**config.mk**
```make
export PLATFORM = sky130hd
export DESIGN_NAME = icrd_queue
export DESIGN_NICKNAME = d
export VERILOG_FILES = /design/src/hw/rtl/icrd_pkg.sv /design/src/hw/rtl/icrd_queue.sv
export VERILOG_INCLUDE_DIRS = /design/src /design/src/hw/rtl
export SDC_FILE = /design/constraint.sdc
export NUM_CORES = 1
export LEC_CHECK = 0
export BUFFER_PORTS_ARGS = -buffer_cell sky130_fd_sc_hd__buf_2
export CAP_MARGIN = 20
export CORE_AREA = 2 2 57 59
export DETAILED_ROUTE_END_ITERATION = 8
export DIE_AREA = 0 0 59 61
export HOLD_SLACK_MARGIN = 0.03
export PLACE_DENSITY = 0.73
export SETUP_SLACK_MARGIN = 0.3
export SLEW_MARGIN = 20
export SYNTH_ARGS = -nofsm -noshare
export SYNTH_HDL_FRONTEND = slang
export SYNTH_SLANG_ARGS = --single-unit
```
**constraint.sdc**
```tcl
create_clock -name clk -period 2.2 [get_ports clk]
set_clock_uncertainty 0.15 [all_clocks]
set_input_delay 0.11 -clock clk [delete_from_list [all_inputs] [get_ports clk]]
set_output_delay 0.11 -clock clk [all_outputs]
set_load 0.05 [all_outputs]
```
**src/hw/rtl/iq_complex_ratio_divider_unit_macros.svh**
```systemverilog
// Assertion macros shared by the RTL of the complex ratio divider.
// Each macro expects signals named clk and rst_n in the module that uses it.
`ifndef IQ_COMPLEX_RATIO_DIVIDER_UNIT_MACROS_SVH
`define IQ_COMPLEX_RATIO_DIVIDER_UNIT_MACROS_SVH
`ifndef SYNTHESIS
// Same-cycle implication.
`define ICRD_ASSERT_IMP(lbl, ante, cons) \
  lbl: assert property (@(posedge clk) disable iff (!rst_n) (ante) |-> (cons)) \
    else $error("icrd assertion failed");
// Next-cycle implication.
`define ICRD_ASSERT_NXT(lbl, ante, cons) \
  lbl: assert property (@(posedge clk) disable iff (!rst_n) (ante) |=> (cons)) \
    else $error("icrd assertion failed");
`else
`define ICRD_ASSERT_IMP(lbl, ante, cons)
`define ICRD_ASSERT_NXT(lbl, ante, cons)
`endif
`endif

```
**src/hw/rtl/icrd_pkg.sv**
```systemverilog
package icrd_pkg;

  // Width of each quotient word and the number of quotient bits produced.
  localparam int unsigned QUOT_W = 32;

  // Queue between the front and the back part.
  localparam int unsigned Q_DEPTH = 4;
  localparam int unsigned Q_AW    = 2;

  // Saturation limits of a 32-bit signed result.
  localparam logic [QUOT_W-1:0] POS_SAT = 32'h7FFF_FFFF;
  localparam logic [QUOT_W-1:0] NEG_SAT = 32'h8000_0000;

  typedef struct packed {
    logic full;
    logic empty;
  } q_status_t;

endpackage

```
**src/hw/rtl/icrd_queue.sv**
```systemverilog
`include "iq_complex_ratio_divider_unit_macros.svh"

module icrd_queue #(
  parameter int unsigned WIDTH = 8
) (
  input  logic                  clk,
  input  logic                  rst_n,
  input  logic                  push,
  input  logic [WIDTH-1:0]      push_data,
  input  logic                  pop,
  output logic [WIDTH-1:0]      pop_data,
  output icrd_pkg::q_status_t   status
);

  logic [WIDTH-1:0]          mem_r [0:icrd_pkg::Q_DEPTH-1];
  logic [icrd_pkg::Q_AW-1:0] wr_ptr_r;
  logic [icrd_pkg::Q_AW-1:0] rd_ptr_r;
  logic [icrd_pkg::Q_AW:0]   cnt_r;
  logic [icrd_pkg::Q_AW:0]   cnt_nxt;

  always_comb begin
    cnt_nxt = cnt_r;
    if (push && !pop) begin
      cnt_nxt = cnt_r + 1'b1;
    end else if (pop && !push) begin
      cnt_nxt = cnt_r - 1'b1;
    end
  end

  always_ff @(posedge clk) begin
    if (!rst_n) begin
      wr_ptr_r <= '0;
      rd_ptr_r <= '0;
      cnt_r    <= '0;
    end else begin
      if (push) begin
        wr_ptr_r <= wr_ptr_r + 1'b1;
      end
      if (pop) begin
        rd_ptr_r <= rd_ptr_r + 1'b1;
      end
      cnt_r <= cnt_nxt;
    end
  end

  always_ff @(posedge clk) begin
    if (push) begin
      mem_r[wr_ptr_r] <= push_data;
    end
  end

  assign pop_data     = mem_r[rd_ptr_r];
  assign status.full  = (cnt_r == (icrd_pkg::Q_AW + 1)'(icrd_pkg::Q_DEPTH));
  assign status.empty = (cnt_r == '0);

  `ICRD_ASSERT_IMP(a_no_overflow, push, !status.full)
  `ICRD_ASSERT_IMP(a_no_underflow, pop, !status.empty)
  `ICRD_ASSERT_NXT(a_cnt_up, push && !pop, cnt_r == $past(cnt_r) + 1'b1)

endmodule

```
# Word-level counts from Yosys, hierarchy flattened
# Memory sizes are Yosys's and may differ from the RTL's. A register that Yosys moved wholly into a read port is not among the register bits.
# Index checks and enable logic that the tools add are counted.
[word_totals] ff_bits=7 ram_bits=32 inputBits=12 output_inout_bits=10 word_cells=21 mem_count=1
[classes] n_addsub=4 n_eq_ne=1 n_mux=6 reduce_logical=6
[mem_list] name="mem_r" depth=4 word_bits=8 rd=1 rd_ports_with_merged_regs=1 write_ports=1 line="icrd_queue.sv:15" source="logic [WIDTH-1:0] mem_r [0:icrd_pkg::Q_DEPTH-1];"
[ops] op="$mux 3" count=2
[ops] op="$add 2x1->2 const B" count=2
[ops] op="$mux 2" count=2
[ops] op="$add 3x1->3 const B" count=1
[ops] op="$eq 3x3->1 const B" count=1
[ops] op="$logic_not 3->1" count=1
[ops] op="$sub 3x1->3 const B" count=1
[ops] op="$logic_and 1x1->1" count=2
[ops] op="$logic_not 1->1" count=2
[ops] op="$mux 1" count=2
[ops] op="$reduce_bool 2->1" count=1

# Longest topological paths before layout
# Gate-level depths: netlist (run 1).
[depth] ltp_word=4 depth_mapped=7 depth_no_buf=7

# Worst setup path before layout (run 1)
# Ideal clock, no wire load.
[synth_timing] path_kind="register -> output" from="reg cnt_r[1] (netlist name)" to="out status[1] (netlist name)" arrival_ns=1.502 required_time_ns=1.940 path_slack_ns=0.438 stages_incl_launch_ff=2 path_buffers=0 cell_sequence="dfxtp_1 -> nor3b_1"
[synth_rtl] element="from (decl)" line="icrd_queue.sv:18" source="logic [icrd_pkg::Q_AW:0] cnt_r;"
[synth_rtl] element="from (signal assigned)" line="icrd_queue.sv:42" source="cnt_r <= cnt_nxt;"
[synth_rtl] element="to (decl)" line="icrd_queue.sv:12" source="output icrd_pkg::q_status_t status"

# Worst setup path in the final report (run 1)
[layout_timing] from="in pop" to="reg cnt_r[2] (netlist name)"
[layout_via] elab_chain_len=3 elab_cells_between_ends=5 classes_between="mux: 1; reduce/logical: 4"
[layout_lines] element="from (decl)" line="icrd_queue.sv:10" source="input logic pop,"
[layout_lines] element="$logic_not 1->1" line="icrd_queue.sv:23" source="if (push && !pop) begin"
[layout_lines] element="$logic_and 1x1->1" line="icrd_queue.sv:23"
[layout_lines] element="$mux 3 or $reduce_bool 2->1 (tied branches)"
# Several ways; a longest one is shown, not always the timed one.
# A chain may end at the register's enable or synchronous reset.

==> results.md, run 1 <==
- Routing usage on met3: 0.0704
- Cells on worst reg2reg path: 4
- Final ANT Viol Nets: 0
- Largest delay contributor family on the critical path: buffers and inverters
- Crit path max-delay cell type: dlygate4sd3_1
- Busiest grt layer: met2
- Worst setup SP type: input pin
- Status: complete, no violations
- Skew-Pair Late Insertion Delay: between 0.3 and 0.4 ns
- Via Count: just over 800
- Final max-slew violation count: 0
- Setup slack after layout: 0.365 ns
- Max cap viols: 0
- Critical path type: input pin to flop
- Final period util: 0.834
- Pre-CTS setup slack: between 0.4 and 0.5 ns
- Fillcell total: 223
- I/O pin count: 22
- Syn Nets: ~100
- Peak VDD IR: between 0.5 and 0.6 mV
- CP Capture Type: flop
- Total core area: ~3000 sq um
- Most frequent CP cell: inv_1
- YS warnings: 0
- Setup Viol. Count Final: 0
- NetSw: 0.000455 W
- Initial drt markers: 23
- Clock network power share: 0.215
- Crit path to: cnt_r[2]$_SDFFE_PN0P_
- Ratio of cells with drive above 1 in the final layout: 0.304
- Max stage delay on crit path: ~0.53 ns
- CP Buf/Inv Count: 4
- Static Leak: 0.722 nW
- Pwr Density: just over 800 nW/um^2
- Std cell rows: 20
- Final Non-Filler Cells: around 160
- RSZ-0062 raised after global routing: true
- Yosys cell types: 19
- Clock-pin slew on the worst setup and hold paths: ~0.12 ns
- Mapped Cells: between 80 and 90
- Root Driver: clkbuf_4
- Die width: between 50 and 60 um
- Grt met2 use: 0.260
- HP Class: input pin to flop
- DRC errors left: 0
- Fmax achieved: around 550 MHz
- Final Core Density: 0.663
- Critical Path AT: 1.96 ns
- # Post-CTS Setup Buffers: 0
- Vias per inst: roughly 5.2
- Min Tclk post-route: roughly 1.8 ns
- Post-DP HPWL: 1590 um
- Diodes inserted: 0
- Num CTS Buffers: 5
- R2R setup slack: 0.65 ns
- Pre-antenna DRT Iters: 4
- # clock sinks: 41
- Mean Syn Cell Area: ~19 sq um
- Number of global-route vias before repair: around 850
- Internal power: 0.00114 W
- Setup Total Neg Slack: 0 ns
- Final WL: 2500 um
- Crit path from: pop
- Post-synthesis register bit count: a little over 40
- CTS tree: done
- Total track usage: 0.168
- First-pass GRT wire length: about 4000 um
- # H-tree levels: 2
- Slew headroom: 0.713
- Placed cells: between 100 and 150
- Die ar.: 3600 sq um
- Reg2reg end: cnt_r[2]$_SDFFE_PN0P_
- WP data required: around 2.3 ns
- Die height: roughly 61 um
- Layout Nets: approximately 140
- Largest net degree at the start of global routing: 13
- Area grow syn2layout: 22.1%
- Combinational share of power: 0.212
- Hold_sp: push_data[4]
- Initial antenna violation count: 0
- Hold Worst Slack: 0.365 ns
- Sw Share: 0.285
- CP cell instances: dlygate4sd3_1 > buf_2 > inv_1 > ha_2 > inv_1 > fa_2 > xor2_1 > or3_1 > a21boi_1
- Part of the power in registers: 0.572
- FF-to-FF Start: cnt_r[0]$_SDFFE_PN0P_
- CP Depth: 9
- Seq/Total Area, Yosys: 0.712
- Syn Std Cell Area: about 1600 sq um
- Port Buffers: 21
- Initial Util: 0.543
- Final hold vios: 0
- CTS Buffer Depth: 2
- Critical path fanouts, max: 3
- Wire per inst: between 15 and 20 um
- Worst-margin pin slew: around 0.43 ns
- GP Congestion: between 0.6 and 0.7
- Met1 GRT Util: 0.203
- Congestion Overflow GR: 0
==> logic make-up (layout without fill, tap and decap cells) <==
| logic type | after synthesis | after routing | share of synthesized area |
|---|---|---|---|
| DFF | 41 | 41 | 0.712 |
| adders and majority gates | 6 | 6 | 0.0515 |
| and+or+nand+nor | 15 | 15 | 0.0570 |
| xor gates and xnor gates | 5 | 5 | 0.0273 |
| buffers and inverters | 6 | 46 | 0.0195 |
| muxes | 10 | 10 | 0.125 |
| AOI/OAI and AO/OA | 2 | 2 | 0.00781 |
==> worst min-delay path by stage <==
stage                            end  depth (start not counted)
2_1_floorplan  mem_r[0][0]$_DFFE_PP_                          0
3_3_place_gp   mem_r[1][0]$_DFFE_PP_                          1
3_5_place_dp   mem_r[2][4]$_DFFE_PP_                          1
4_1_cts        mem_r[3][4]$_DFFE_PP_                          2
5_1_grt        mem_r[1][4]$_DFFE_PP_                          2
6_report       mem_r[3][4]$_DFFE_PP_                          2
==> stage by stage <==
stage	power, W	instance area (sq um)
floorplan	0.00115	1600
global placement	0.00122	1740
detailed placement	0.00122	1740
CTS	0.00159	1910
global route	0.00167	1960
finish	0.00159	1960
==> layer usage <==
| layer | wire (um) | vias to the layer above |
|---|---|---|
| met5 | 0 | - |
| met4 | 47 | 0 |
| met3 | 90 | 4 |
| met2 | 1290 | 19 |
| met1 | 1080 | 406 |
| li1 | - | 395 |
==> layout by cell type, fill, tap and decap left out, drive strengths merged <==
cell type | netlist | final
inv | 4 | 4
dlygate4sd3 | 0 | 12
xor2 | 3 | 3
mux2i | 2 | 2
clkinv | 0 | 3
nor3b | 1 | 1
or3 | 1 | 1
fa | 1 | 1
nor2b | 2 | 2
xnor2 | 2 | 2
edfxtp | 32 | 32
dfxtp | 9 | 9
nand2 | 1 | 1
and2 | 9 | 9
mux4 | 8 | 8
nor3 | 1 | 1
ha | 5 | 5
o21ai | 1 | 1
buf | 1 | 21
clkbuf | 1 | 6
a21boi | 1 | 1
==> timing repair <==
item,CTS,global route
pin swaps,0,1
cloned,0,0
hold buffers,12,0
hold endpoints to repair,41,0
endpoints found under the setup margin,1,9
resized for setup,1,22
==> cells in the mapped netlist <==
cell / n / area [sq um]
edfxtp_1: 32 / 961
and2_1: 9 / 56.3
dfxtp_1: 9 / 180
mux4_2: 8 / 180
ha_1: 5 / 62.6
inv_1: 4 / 15.0
xor2_1: 3 / 26.3
mux2i_1: 2 / 20.0
nor2b_1: 2 / 12.5
xnor2_1: 2 / 17.5
a21boi_1: 1 / 7.51
buf_6: 1 / 11.3
clkbuf_2: 1 / 5.00
fa_1: 1 / 20.0
nand2_1: 1 / 3.75
nor3_1: 1 / 5.00
nor3b_1: 1 / 7.51
o21ai_0: 1 / 5.00
or3_1: 1 / 6.26
==> final cells by class <==
cell class,count,area (sq um),share of cell area
flip-flops and latches,41,1140,0.583
multi-input cells,38,435,0.223
repair buffers,34,274,0.140
well taps,33,41.3,0.0211
clock buffers,5,37.5,0.0192
inverters,4,15.0,0.00767
clock inverters,3,12.5,0.00639
==> state kept, by name, summed over array words and instances (netlist names), named ones only <==
name and count:
cnt_r 3, mem_r 32, wr_ptr_r 2, rd_ptr_r 2
==> worst reg2reg max path: cells and delay by family, from the launching register on <==
| family | cells | cell delay, ns |
|---|---|---|
| simple gates | 1 | 0.31 |
| compound gates | 1 | 0.12 |
| flops | 1 | 0.37 |
| fa+ha+maj | 1 | 0.39 |
| xor+xnor | 1 | 0.15 |
==> power by group through the flow <==
stage / combinational [W] / sequential, W / clock [W]
3_5_place_dp: 0.000295 / 0.000930 / 0
4_1_cts: 0.000315 / 0.000913 / 0.000358
2_1_floorplan: 0.000235 / 0.000920 / 0
3_3_place_gp: 0.000291 / 0.000928 / 0
6_report: 0.000339 / 0.000913 / 0.000343
5_1_grt: 0.000363 / 0.000919 / 0.000387
Note: power is estimated with default switching activity, not from simulation.
==> inputs of run 2 (changes only) <==
Clock period 2.2 ns to 1.9 ns, I/O delays scaled along.
==> results.md, run 2 (synthesized netlist as in run 1, its figures left out) <==
- Final Total Pwr: 0.00188 W (+18%)
- Peak VDD IR: 0.466 mV (-21%)
- Cells on worst reg2reg path: 4 (unchanged)
- Register area: 1150 sq um (+0.55%)
- Clock network power share: 0.214 (about the same)
- Final period util: 0.934
- Setup Viol. Count Final: 0 (unchanged)
- Vias per inst: 5.25 (+0.73%)
- Fillcell total: 216 (-3.1%)
- Pre-antenna DRT Iters: 4 (unchanged)
- Skew-Pair Late Insertion Delay: 0.33 ns (about the same)
- Slew headroom: 0.703 (-0.00987)
- Pwr Density: 942 nW/um^2 (+16%)
- Fmax achieved: approximately 560 MHz
- DRC errors left: 0 (unchanged)
- Initial antenna violation count: 0 (unchanged)
- Post-DP HPWL: 1550 um (-2.2%)
- Worst-margin pin slew: 0.446 ns (+0.0148 ns)
- Hold_sp: pop
- Critical Path AT: 1.53 ns (-0.43 ns)
- I/O pin count: 22 (unchanged)
- NetSw: 0.000528 W (+16%)
- Met1 GRT Util: 0.193 (-0.00988)
- CTS Buffer Depth: 2 (unchanged)
- Reg2reg end: cnt_r[2]$_SDFFE_PN0P_
- Number of global-route vias before repair: 895 (+5.2%)
- Internal power: 0.00135 W (+18%)
- Initial Util: 0.543 (unchanged)
- Critical path fanouts, max: 8 (+5)
- Area grow syn2layout: 24.4%
- First-pass GRT wire length: 4040 um (+0.87%)
- Part of the power in registers: 0.565 (-0.007)
- Max cap viols: 0 (unchanged)
- Initial drt markers: 12 (-48%)
- Commonest non-fill, non-tap cell in the layout: edfxtp_1
- Static Leak: 0.736 nW (+1.9%)
- WP data required: 1.65 ns (-0.68 ns)
- Congestion Overflow GR: 0 (unchanged)
- CP Capture Type: output pin
- Num CTS Buffers: 5 (unchanged)
- Busiest grt layer: met2
- Largest regs: mem_r: 32 flops, cnt_r: 3 flops
- Final max-slew violation count: 0 (unchanged)
- Area occupied by multi-input gates: 443 sq um (+1.7%)
- Largest net degree at the start of global routing: 13 (unchanged)
- Final ANT Viol Nets: 0 (unchanged)
- Layout Nets: 142 (unchanged)
- R2R setup slack: 0.37 ns (-0.28 ns)
- Root Driver: clkbuf_4
- Final hold vios: 0 (unchanged)
- Critical path type: flop to output pin
- Diodes inserted: 0 (unchanged)
- Die width: 59 um (unchanged)
- Routing usage on met3: 0.0725 (+0.00213)
- Setup Total Neg Slack: 0 ns (unchanged)
- Die ar.: 3600 sq um (unchanged)
- Std cell rows: 20 (unchanged)
- Final WL: 2450 um (-2.0%)
- Die height: 61 um (unchanged)
- Clock-pin slew on the worst setup and hold paths: 0.11 ns (about the same)
- Min Tclk post-route: 1.77 ns
- FF-to-FF Start: cnt_r[0]$_SDFFE_PN0P_
- Max reg flops: 32 (unchanged)
- Combinational share of power: 0.221 (+0.009)
- Most used cells in the layout excluding fill and tap cells: edfxtp_1, buf_2, dlygate4sd3_1, and2_1, mux4_2
- Status: complete, no violations
- Hold path cells: 4 (+2)
- Worst setup SP type: flop
- RSZ-0062 raised after global routing: true
- Sw Share: 0.281 (-0.00421)
- Port Buffers: 21 (unchanged)
- Via Count: 830 (+0.73%)
- Top reg by flops: mem_r
- Total track usage: 0.162 (-0.00593)
- Final Instance Area: 1990 sq um (+1.9%)
- CTS tree: done
- Ratio of cells with drive above 1 in the final layout: 0.344 (+0.0400)
- Grt met2 use: 0.268 (+0.00794)
- Area after DPL: 1750 sq um (+0.58%)
- GP Congestion: 0.638 (-6.6%)
- # clock sinks: 41 (unchanged)
- HP Class: input pin to flop
- Total core area: 2950 sq um (unchanged)
- # H-tree levels: 2 (unchanged)
- Wire per inst: 15.5 um (-2.0%)
[run 2: changes by cell type in the layout (fill, tap and decap cells not counted), sizes merged]
| cell | change |
|---|---|
| buf | +2 |
| dlygate4sd3 | -1 |
| clkbuf | +1 |
| clkinv | -2 |
[run 2: metal layers]
metal | up-vias | wire length [um] | share of wire
met2 | 22 | 1260 | 0.51
li1 | 400 | - | -
met5 | - | 0 | 0
met4 | 0 | 28 | 0.011
met1 | 402 | 1040 | 0.42
met3 | 6 | 126 | 0.051
[run 2: worst max-delay path, cell delays in order (launching register included)]
cell	delay, ns
dfxtp_2	0.36
buf_12	0.14
mux4_2	0.53
buf_8	0.17
[run 2: timing repair]
action / CTS / global route
pin swaps: 0 / 1
resized for setup: 24 / 1
hold buffers: 11 / 0
endpoints found under the hold margin: 41 / 0
setup buffers: 1 / 0
endpoints found under the setup margin: 9 / 9
[run 2: cell type report]
cell class | count | area share
clock buffers | 7 | 0.0226
inverters | 4 | 0.00753
multi-input cells | 38 | 0.222
repair buffers | 34 | 0.149
well taps | 33 | 0.0207
flip-flops and latches | 41 | 0.576
clock inverters | 1 | 0.00251
[run 2: power groups by stage]
stage | combinational [W] | sequential [W] | clock (W)
after CTS | 0.000417 | 0.00106 | 0.000413
after detailed placement | 0.000346 | 0.00108 | 0
after global placement | 0.000336 | 0.00108 | 0
after floorplan | 0.000275 | 0.00107 | 0
final | 0.000415 | 0.00106 | 0.000403
after global routing | 0.000444 | 0.00107 | 0.000456
[run 2: metrics by stage]
step / cells / util / setup slack [ns] / hold slack, ns
floorplan: 85 / - / 0.339 / 0.0439
detailed placement: 138 / 0.593 / 0.205 / 0.165
CTS: 158 / 0.673 / 0.0960 / 0.0388
finish: 158 / 0.675 / 0.126 / 0.0393
global placement: 138 / 0.593 / 0.251 / 0.156
global route: 158 / 0.675 / 0.0581 / 0.0517
[run 2: worst max-delay path by stage]
| stage | startpoint | to | slack (ns) | cells past startpoint |
|---|---|---|---|---|
| 2_1_floorplan | cnt_r[0]$_SDFFE_PN0P_ | cnt_r[2]$_SDFFE_PN0P_ | 0.34 | 4 |
| 3_3_place_gp | push | cnt_r[2]$_SDFFE_PN0P_ | 0.25 | 7 |
| 3_5_place_dp | push | cnt_r[2]$_SDFFE_PN0P_ | 0.21 | 7 |
| 4_1_cts | flop | pop_data[6] | 0.1 | 3 |
| 5_1_grt | flop | pop_data[6] | 0.06 | 3 |
| 6_report | flop | pop_data[6] | 0.13 | 3 |
